--- config.mk ---
export PLATFORM = sky130hd
export DESIGN_NAME = bq2s_delay
export DESIGN_NICKNAME = d
export VERILOG_FILES = /design/src/rtl/bq2s_delay.sv
export SDC_FILE = /design/constraint.sdc
export NUM_CORES = 1
export LEC_CHECK = 0
export BUFFER_PORTS_ARGS = -buffer_cell sky130_fd_sc_hd__clkbuf_2
export CORE_AREA = 2 2 39 41
export CTS_BUF_LIST = sky130_fd_sc_hd__clkbuf_16
export CTS_CLUSTER_DIAMETER = 60
export DETAILED_ROUTE_END_ITERATION = 16
export DIE_AREA = 0 0 41 43
export GPL_ROUTABILITY_DRIVEN = 1
export GPL_TIMING_DRIVEN = 0
export PLACE_DENSITY = 0.61
export SLEW_MARGIN = 20
export SYNTH_ARGS = -nofsm -noshare
export SYNTH_HDL_FRONTEND = slang
export SYNTH_SLANG_ARGS = --single-unit
--- constraint.sdc ---
create_clock -name clk_i -period 0.9 [get_ports clk_i]
set_input_delay 0.225 -clock clk_i [delete_from_list [all_inputs] [get_ports clk_i]]
set_output_delay 0.225 -clock clk_i [all_outputs]
set_load 0.005 [all_outputs]
--- src/rtl/bq2s_delay.sv ---
// Enable-gated shift line that carries valid bits and sideband data past a unit.
// No dependencies.
module bq2s_delay #(
  parameter int unsigned W = 8,
  parameter int unsigned N = 1
) (
  input  logic         clk_i,
  input  logic         rst_ni,
  input  logic         en_i,
  input  logic [W-1:0] d_i,
  output logic [W-1:0] d_o
);
  logic [W-1:0] line_q [N];

  always_ff @(posedge clk_i or negedge rst_ni) begin
    if (!rst_ni) begin
      for (int i = 0; i < N; i++) line_q[i] <= '0;
    end else if (en_i) begin
      line_q[0] <= d_i;
      for (int i = 1; i < N; i++) line_q[i] <= line_q[i-1];
    end
  end

  assign d_o = line_q[N-1];
endmodule

# Yosys cells after proc, flatten, opt, wreduce, memory -nomap -nowiden
# Index checks and enable logic that the tools add are counted.
[totals] register_bits=8 in_bits=11 out_inout_bits=8 elab_cells=1

# Logic depth before layout (Yosys ltp)
[logic_depth] word_depth=0 ltp_mapped=2 ltp_nobuf=1

# Worst setup path before layout
# No wires, ideal clock.
[synth_path] path_kind="input-to-reg" start="input port en_i" end="register line_q (netlist bit d_o[0])" setup_ns=0.125 arrival_time_ns=0.642 t_required_ns=0.775 slack_ns=0.133 path_stages=2 n_path_buf=1 path_cell_list="buf_6 -> mux2_4"
[synth_rtl] element="start: declaration" line_no="9" source="input logic en_i,"
[synth_rtl] element="end: declaration" line_no="13" source="logic [W-1:0] line_q [N];"
# No word-level cell between the ends.

# Final worst setup path
[layout_path] start="register line_q (netlist bit d_o[4])" end="output port d_o[4]"
[layout_rtl] element="end: declaration" line_no="11" source="output logic [W-1:0] d_o"
# No word-level cell between the ends.

==> flow_summary.json <==
{
  "outcome": "complete, but fails checks",
  "violations": "setup timing",
  "cts_tree": "built",
  "wl_per_cell_um": 12.0,
  "grt_pass1_wl_um": 1060,
  "cts_root_buffer": "clkbuf_16",
  "min_from": "d_i[6]",
  "h-tree-depth": 1,
  "combinationalPowerShare_pct": 13.5,
  "p_int_mw": 1.09,
  "fin_skew_ns": 0,
  "syn_inst": 17,
  "multi_input_area_um2": 120,
  "clock_path_buffers": 2,
  "rows": 14,
  "use_met1_pct": 9.21,
  "ios": 19,
  "cap_violations": 0,
  "worst_slew_pin_slew_ns": 0.200,
  "die_height_um": 43,
  "worst_path_largest_cell_delay_ns": 0.39,
  "min_period_over_period_pct": 106,
  "worstPathCellList": "clkbuf_2",
  "grt_util_met2_pct": 15.3,
  "critPathSlowestCell": "dfrtp_1",
  "finalWorstSetupSlack_ns": -0.0539,
  "max_slew_margin_pct": 86.7,
  "crit_buf_inv": 1,
  "timing.fmax_mhz": 1050,
  "layout.cells.non_filler": 59,
  "cts_buffers": 3,
  "worstSetupPathType": "register to primary output",
  "first_iter_violations": 2,
  "critPathMaxFanout": 2,
  "drive_gt1_share_pct": 79.1,
  "dp_cells": 50,
  "p_sw_mw": 0.237,
  "ys_ff_latch": 8,
  "yosysSeqAreaShare_pct": 60.4,
  "dp_hpwl_um": 494,
  "overflow": 0,
  "p_leak_nw": 0.301,
  "met3_usage_pct": 3.14,
  "fillers": 130,
  "die_w_um": 41,
  "clkTransAtPathRegs_ns": 0.04,
  "pwr-share-seq_pct": 31.5,
  "vias": 228,
  "netlist_top_cells_area": "dfrtp_1 60%, mux2_4 36%, buf_6 3.4%",
  "largest_register_ffs": 8,
  "antenna_found_initial": 0,
  "grt_pass1_vias": 259,
  "required_ns": 0.67,
  "syn_to_final_growth_pct": 68.7,
  "syn-cell-area_um2": 332,
  "seq_area_um2": 200,
  "cts_resized": 0,
  "synth_top_cell_area_share_pct": 60.4,
  "clock_sinks": 8,
  "cpLargestDelayFamily": "flip-flops",
  "port_buffers": 17,
  "r2r_start": "d_o[4]",
  "ys_types": 3,
  "ys_warn_count": 0,
  "wl_um": 706,
  "coreArea_um2": 1380,
  "slew_violations": 0,
  "first_pass_iters": 2,
  "startpoint_type": "register",
  "rsz0062_at_grt": "yes",
  "n_antenna_cell": 0,
  "synth_largest_area_cell": "dfrtp_1",
  "p_clk_share_pct": 55.1,
  "power_density_nw_per_um2": 2380,
  "period_minus_slack_ns": 0.954,
  "worstPathArrival_ns": 0.73,
  "hold_violations": 0,
  "final_common_cell": "clkbuf_2",
  "setup_viol": 9,
  "p_total_mw": 1.33,
  "grt.busiest_layer": "met2",
  "drc": 0,
  "startpoint": "d_o[4]",
  "layout.nets": 56,
  "clk_latency_ns": 0.22,
  "final_cell_mix": "17 x clkbuf_2, 8 x mux2_4, 8 x dfrtp_1",
  "dieArea_um2": 1760,
  "syn_nets": 28,
  "end_kind": "primary output",
  "hold_path.class": "input pin to register",
  "grt_max_degree": 9,
  "ant_nets": 0,
  "ir_drop_mv": 0.968,
  "initial_utilization_pct": 24.0,
  "syn_area_per_cell_um2": 19.5,
  "grt_usage_pct": 9.61,
  "place_congestion": 0.623,
  "swShare_pct": 17.8,
  "vias_per_cell": 3.86
}
[area by class of cell]
| cell class | instances | area share, % |
|---|---|---|
| clock buffer | 3 | 13.4 |
| tap | 16 | 3.58 |
| sequential | 8 | 35.8 |
| multi-input combinational | 8 | 21.5 |
| buffer | 1 | 2.01 |
| timing repair buffer | 23 | 23.7 |
[power by group through the flow]
stage	clock network (mW)	registers, mW	logic, mW
2_1_floorplan	0	0.424	0.0708
3_3_place_gp	0	0.423	0.140
3_5_place_dp	0	0.424	0.142
4_1_cts	0.740	0.418	0.174
5_1_grt	0.784	0.422	0.192
6_report	0.732	0.418	0.179
[cell families (layout without fill, tap and decap cells)]
kind of cell | count (synthesis) | after routing | share of synthesized area, %
mux | 8 | 8 | 36.2
flops | 8 | 8 | 60.4
buf+inv | 1 | 27 | 3.40
[repair_timing]
| item | CTS | global route |
|---|---|---|
| hold buffers | 1 | 0 |
| setup endpoints to repair | 8 | 10 |
| hold endpoints to repair | 8 | 0 |
| setup buffers | 4 | 1 |
[synth_stat cells, drive strengths merged]
cell type  count
buf            1
mux2           8
dfrtp          8
[metal layers]
metal,part of all wire [%],up-vias
li1,-,111
met1,38,112
met2,59,5
met3,3.3,0
met4,0,0
met5,0,-
[worst paths after layout]
| kind | end | slack [ns] | cells past startpoint |
|---|---|---|---|
| worst max-delay path | d_o[4] | -0.05 | 1 |
| worst max register to register | d_o[4] | 0 | 2 |
| worst min register to register | d_o[6] | 0.51 | 1 |
| min in group asynchronous | d_o[2] | 0.38 | 2 |
| max in group asynchronous | d_o[3] | 0.34 | 2 |
| worst min-delay path | d_o[6] | 0.23 | 2 |
[stage by stage]
step	setup slack [ns]	TNS (ns)	util [%]	hold slack [ns]	instance area, um2
after floorplan	0.133	0	-	-0.0706	332
after global placement	0.108	0	31.6	0.0818	437
after detailed placement	0.106	0	31.6	0.0810	437
after CTS	-0.0440	-0.301	39.9	0.228	552
after global routing	-0.0759	-0.516	40.4	0.228	559
final	-0.0539	-0.281	40.4	0.229	559
Power figures use the tool's default switching activity.
