==> src/rtl/bq2s_pkg.sv <==
// Shared constants, types and the saturation function of the coefficient converter.
// No dependencies.
package bq2s_pkg;

  localparam int unsigned FRAC_BITS_DEF = 24;
  localparam int unsigned COEF_W        = 32;
  localparam int unsigned CHUNK_W       = 16;   // multiplier slice per pipeline stage
  localparam int unsigned SAT_W         = 128;  // widest magnitude fed to saturation

  typedef struct packed {
    logic mute;
    logic hp_neg;
    logic bp_neg;
    logic lp_neg;
    logic g_neg;
    logic r_neg;
  } flags_t;

  typedef struct packed {
    logic [COEF_W-1:0] v;
    logic              ovf;
  } sat_t;

  // Clamp a sign/magnitude value to signed 32 bits; big forces saturation.
  function automatic sat_t sat32(input logic neg, input logic big,
                                 input logic [SAT_W-1:0] m);
    sat_t r;
    logic lim;
    lim = neg ? (m > SAT_W'(33'h0_8000_0000)) : (m > SAT_W'(33'h0_7FFF_FFFF));
    if (big || lim) begin
      r.v   = neg ? 32'h8000_0000 : 32'h7FFF_FFFF;
      r.ovf = 1'b1;
    end else begin
      r.v   = neg ? (32'd0 - m[COEF_W-1:0]) : m[COEF_W-1:0];
      r.ovf = 1'b0;
    end
    return r;
  endfunction

endpackage

==> src/rtl/bq2s_mul.sv <==
// Pipelined unsigned multiplier: one CHUNK_W-bit slice of b per stage.
// Depends on bq2s_pkg.
module bq2s_mul #(
  parameter int unsigned AW = 33,
  parameter int unsigned BW = 33
) (
  input  logic            clk_i,
  input  logic            en_i,
  input  logic [AW-1:0]   a_i,
  input  logic [BW-1:0]   b_i,
  output logic [AW+BW-1:0] p_o
);
  localparam int unsigned CH  = bq2s_pkg::CHUNK_W;
  localparam int unsigned NS  = (BW + CH - 1) / CH;
  localparam int unsigned BPW = NS * CH;
  localparam int unsigned PXW = AW + BPW;

  logic [AW-1:0]  a_q   [NS];
  logic [BPW-1:0] b_q   [NS];
  logic [PXW-1:0] acc_q [NS];

  for (genvar k = 0; k < NS; k++) begin : g_stage
    logic [AW-1:0]    a_prev;
    logic [BPW-1:0]   b_prev;
    logic [PXW-1:0]   acc_prev;
    logic [AW+CH-1:0] pp;
    if (k == 0) begin : g_first
      assign a_prev   = a_i;
      assign b_prev   = BPW'(b_i);
      assign acc_prev = '0;
    end else begin : g_next
      assign a_prev   = a_q[k-1];
      assign b_prev   = b_q[k-1];
      assign acc_prev = acc_q[k-1];
    end
    assign pp = a_prev * b_prev[k*CH +: CH];
    always_ff @(posedge clk_i) begin
      if (en_i) begin
        a_q[k]   <= a_prev;
        b_q[k]   <= b_prev;
        acc_q[k] <= acc_prev + (PXW'(pp) << (k * CH));
      end
    end
  end

  assign p_o = acc_q[NS-1][AW+BW-1:0];
endmodule

==> config.mk <==
export PLATFORM = sky130hd
export DESIGN_NAME = bq2s_mul
export DESIGN_NICKNAME = d
export VERILOG_FILES = /design/src/rtl/bq2s_pkg.sv /design/src/rtl/bq2s_mul.sv
export SDC_FILE = /design/constraint.sdc
export NUM_CORES = 2
export LEC_CHECK = 0
export BUFFER_PORTS_ARGS = -buffer_cell sky130_fd_sc_hd__buf_4
export CAP_MARGIN = 20
export CORE_UTILIZATION = 35
export DETAILED_ROUTE_END_ITERATION = 8
export PLACE_DENSITY_LB_ADDON = 0.25
export SLEW_MARGIN = 40
export SYNTH_ARGS = -nofsm -noshare
export SYNTH_HDL_FRONTEND = slang
export SYNTH_SLANG_ARGS = --single-unit
==> constraint.sdc <==
create_clock -name clk_i -period 8.12 [get_ports clk_i]
set_input_delay 1.624 -clock clk_i [delete_from_list [all_inputs] [get_ports clk_i]]
set_output_delay 1.624 -clock clk_i [all_outputs]
set_load 0.1 [all_outputs]
; After elaboration in Yosys (flattened, before gate mapping)
; Memories as Yosys holds them, arrays and structs flattened.
; Cells that the tools add are included.
[word_totals]
inputBits = 68
ram_bits = 486
wordCells = 10
mem_count = 3
out_inout_bits = 66
register_bits = 0
[mem_list]
columns = name, words, width, read_ports, rd_ports_with_merged_regs, write_ports, line
row1 = acc_q, 3, 81, 3, 0, 3, bq2s_mul.sv:20  ; logic [PXW-1:0] acc_q [NS];
row2 = b_q, 3, 48, 2, 0, 3, bq2s_mul.sv:19  ; logic [BPW-1:0] b_q [NS];
row3 = a_q, 3, 33, 2, 0, 3, bq2s_mul.sv:18  ; logic [AW-1:0] a_q [NS];
[classes]
muxes = 2
mul = 3
addsub = 2
[op_table]
columns = cell, count
row1 = $mul A33 B16 Y49, 3
row2 = $add A81 B65 Y81, 1
row3 = $add A81 B81 Y81, 1
row4 = $mux W1, 2

; Longest topological paths before layout
; An unclocked memory read counts as a cell.
[depth]
depth_word = 3
depth_mapped = 36
mapped_depth_nobuf = 34

; Worst setup path after synthesis
; No wires, ideal clock.
[synth_path]
kind = input to register
from = in a_i[12]
to = mem acc_q[0][45] (netlist name), data pin
path_buffers = 2
stages = 25
arrival_time_ns = 7.791
setup_time_ns = 0.158
path_slack_ns = 0.171
required_ns = 7.962
path_cell_list = clkbuf_1 -> nand2_1 -> fa_1 -> inv_1 -> fa_1 -> inv_1 -> fa_1 -> inv_1 -> fa_1 -> inv_1 -> fa_1 -> inv_1 -> fa_1 -> ha_1 -> clkbuf_1 -> nand3_1 -> or3_1 -> o221ai_1 -> a32oi_1 -> nor2_1 -> a31oi_1 -> o211ai_1 -> a21oi_1 -> or4bb_1 -> o211ai_1
[synth_lines]
columns = element, line
row1 = from (decl), bq2s_mul.sv:9  ; input logic [AW-1:0] a_i,
row2 = to (decl), bq2s_mul.sv:20

==> impl_results.md <==
* Status: complete, no violations
* Area Growth Syn to Fin at 14.86%
* Multi-input gate area at 32820 sq um
* Metal3 WL at 5917 microns
* Main synth FF type: edfxtp_1
* Critical path's largest stage delay at 0.61 ns
* TritonCTS Sinks at 265
* Cell repeated most along the worst path: fa_1
* # DRC at 0
* Slowest CP cell: fa_1
* Vias at 31890
* Clock transition at the registers of the reported paths at 0.07 ns
* Post-synth cell types at 77
* Hold Fails Final Rpt at 0
* Die H at 360.6 microns
* Main combinational cell family by area after synthesis: adder cells
* First-pass GRT wire length at 192400 microns
* Reg2reg start: a_q[0][7]$_DFFE_PP_
* Starting DRC count in detailed routing at 1844
* Buf/Inv on CP at 5
* Critical path startpoint category: register
* Final worst-path cycle share at 99.17%
* WL final at 119900 microns
* CTS tree: yes
* Largest net degree at the start of global routing at 136
* Initial antenna violation count at 1
* Synth Area in Adders at 47.19%
* DR WL met2 at 55110 microns
* Maximum clock rate at 124.2 MHz
* Pre-CTS setup slack at -0.2191 ns
* Critical Path AT at 8.38 ns
* M1 WL at 56750 microns
* Top Layer Used: met5
* Mapped Cells at 4659
* First-pass DRT Iterations at 5
* Clock Tree Buf Depth at 3
* RSZ-0062 raised after global routing: true
* Setup crit end kind: register
* Crit path required time at 8.44 ns
* Post-Syn Nets at 5905
* Max-slew violations at 0
* Total CTS buffers at 30
* Initial Util at 35.30%
* Vias in the first global route at 34060
* Io pins at 134
* Antenna-violating nets left at 0
* Simple-Gate Fraction of Synth Area at 15.00%
* Full die area at 130000 sq um
* Layout cells sized above 1 at 13.90%
* Crit Path Max Fanout at 6
* Register Area at 7958 sq um
* Syn avg cell area at 9.661 sq um
* Core footprint at 127500 sq um
* Max-slew headroom at 48.50%
* Die W at 360.6 microns
* Nets at 6210
* Final Wtd Congestion at 0.9096
* Insertion delay to the later sink of the worst-skew pair at 0.64 ns
* Post-Syn Area at 45010 sq um
* HPWL after DPL at 102100 microns
* Layout fillers at 12620
* H-tree Lvls at 1
* Fin crit period at 8.053 ns
* Setup ws final at 0.06717 ns
* Hold WC Path Type: register to register
* Critical hold path startpoint: acc_q[0][93]$_DFFE_PP_
* Total of max-cap violations at 0
* Post-synthesis mux area share at 0.04448%
* Setup-failing EPs final at 0
* Post-synthesis compound-gate area fraction at 6.355%
* Crit path launch: a_q[0][7]$_DFFE_PP_
* Flops & latches, synth at 265
* I/O Buffers at 133
* Seq/Total Area, Yosys at 17.68%
* Warnings from Yosys at 0
* Worst setup path class: register to register
* Slew @ Worst Pin at 0.7670 ns
* Xor and xnor fraction of the mapped netlist area at 3.147%
* Grt total ovfl at 0
* Clock root buffer master: clkbuf_16
* CP delay by family, top: adder cells
* WL per Instance at 18.03 microns
* Share of flip-flops with an asynchronous set or reset at 0%
* Post-synth EDFFs at 265
* Gr usage total at 18.78%
* Fin Clk Skew at 0.06317 ns
* Rows at 131
* Vias per inst at 4.796
## logic make-up after synthesis
kind of cell,count (synthesis)
simple gates,1422
buf+inv,1192
fa+ha+maj,1178
compound gates,440
flops,265
xor+xnor,160
mux,2
## flip-flops by register name, summed over array words and instances, names as in the netlist
signal	count
b_q	18
acc_q	181
a_q	66
## final cells by class
class                           instances  share of cell area [%]
Clock inverter                         24                  0.4792
Timing Repair Buffer                  530                   8.367
Inverter                              935                   6.789
Sequential cell                       265                   15.39
Multi-Input combinational cell       3202                   63.49
Antenna cell                            1                0.004840
Clock buffer                           31                   1.459
Tap cell                             1662                   4.022
## path summary, 6_finish.rpt
path	endpoint	slack [ns]	cells past startpoint
max	acc_q[0][144]$_DFFE_PP_	0.07	30
min	acc_q[0][174]$_DFFE_PP_	0.41	0
max reg2reg	acc_q[0][144]$_DFFE_PP_	0.07	30
min reg2reg	acc_q[0][174]$_DFFE_PP_	0.41	0
## layout by cell type (no fill, tap or decap), types with 5 or more instances in the layout
cell type | Yosys | layout
a211o_1 | 8 | 8
a211oi_1 | 18 | 17
a21boi_0 | 7 | 6
a21o_1 | 74 | 74
a21oi_1 | 150 | 132
a21oi_2 | 1 | 15
a21oi_4 | 1 | 5
a31o_2 | 5 | 5
a31oi_1 | 10 | 10
and2_1 | 407 | 405
and3_1 | 13 | 11
and4_1 | 6 | 6
buf_12 | 0 | 20
buf_4 | 76 | 486
buf_6 | 0 | 20
clkbuf_16 | 0 | 30
clkinv_2 | 0 | 5
edfxtp_1 | 265 | 265
fa_1 | 866 | 860
fa_2 | 0 | 6
ha_1 | 312 | 298
ha_4 | 0 | 13
inv_1 | 935 | 931
nand2_1 | 779 | 774
nand2b_1 | 19 | 19
nand3_1 | 33 | 29
nand4_1 | 25 | 25
nor2_1 | 84 | 80
nor2b_1 | 15 | 14
nor3_1 | 18 | 14
o211ai_1 | 10 | 10
o21a_1 | 15 | 15
o21ai_0 | 63 | 53
o21ai_1 | 6 | 9
o21ai_2 | 2 | 9
o21bai_1 | 18 | 18
o31ai_1 | 8 | 7
xnor2_1 | 103 | 100
xor2_1 | 55 | 52
## Yosys cell counts (3+ instances only)
library cell    n  area share, %
nand2_1       779            6.5
o21ai_1         6          0.067
nand3b_1        3          0.050
o21ai_0        63           0.70
a221o_1         4          0.089
buf_4          76            1.3
nand3_1        33           0.37
a31o_2          5          0.097
a21oi_1       150            1.7
nor3_1         18           0.20
fa_1          866             39
a21o_1         74            1.2
nand2b_1       19           0.26
ha_1          312            8.7
nor4_1          3          0.042
a211o_1         8           0.16
nor2_1         84           0.70
o2111ai_1       3          0.058
o21a_1         15           0.25
a221oi_1        5          0.097
nor2b_1        15           0.21
inv_1         935            7.8
o211ai_1       10           0.17
o21bai_1       18           0.30
o31ai_1         8           0.13
or3_1           3          0.042
nand4_1        25           0.35
a211oi_1       18           0.30
a31oi_1        10           0.14
xor2_1         55            1.1
and2_1        407            5.7
clkbuf_1      177            1.5
a311oi_1        5          0.097
a21boi_0        7           0.12
and3_1         13           0.18
and4_1          6           0.12
edfxtp_1      265             18
xnor2_1       103            2.0
## worst reg2reg max path, delay by kind of cell (launching register included)
family | cells | cell delay [ns]
xor+xnor | 2 | 0.35
flops | 1 | 0.50
simple gates | 6 | 0.81
buf+inv | 5 | 0.52
compound gates | 9 | 1.77
fa+ha+maj | 8 | 3.77
## metal layers
metal	global-route usage [%]	up-vias
met5	0	-
met4	3.529	2
met3	2.214	96
met2	30.22	705
li1	-	14800
met1	27.26	16290
## what timing repair did
| item | 4_1_cts | 5_1_grt |
|---|---|---|
| pin swaps | 7 | 90 |
| hold buffers | 0 | 0 |
| setup endpoints to repair | 17 | 23 |
| gates resized for setup | 13 | 121 |
| setup buffers | 7 | 19 |
## metrics by stage
step                      util (%)  instance area, sq um  setup TNS (ns)  hold WS (ns)  cells
final                        40.54                 51700               0        0.4143   6650
after global routing         40.54                 51700          -1.842        0.4250   6649
after CTS                    39.97                 50970               0        0.4197   6629
after detailed placement     39.11                 49870          -2.169        0.4045   6567
after global placement       39.11                 49870         -0.8864        0.4030   6567
after floorplan                  -                 45010               0        0.4003   4659
Power is left out: the tool's default activity adds up to more than one toggle a clock period on the data nets, which glitch-free logic cannot reach.
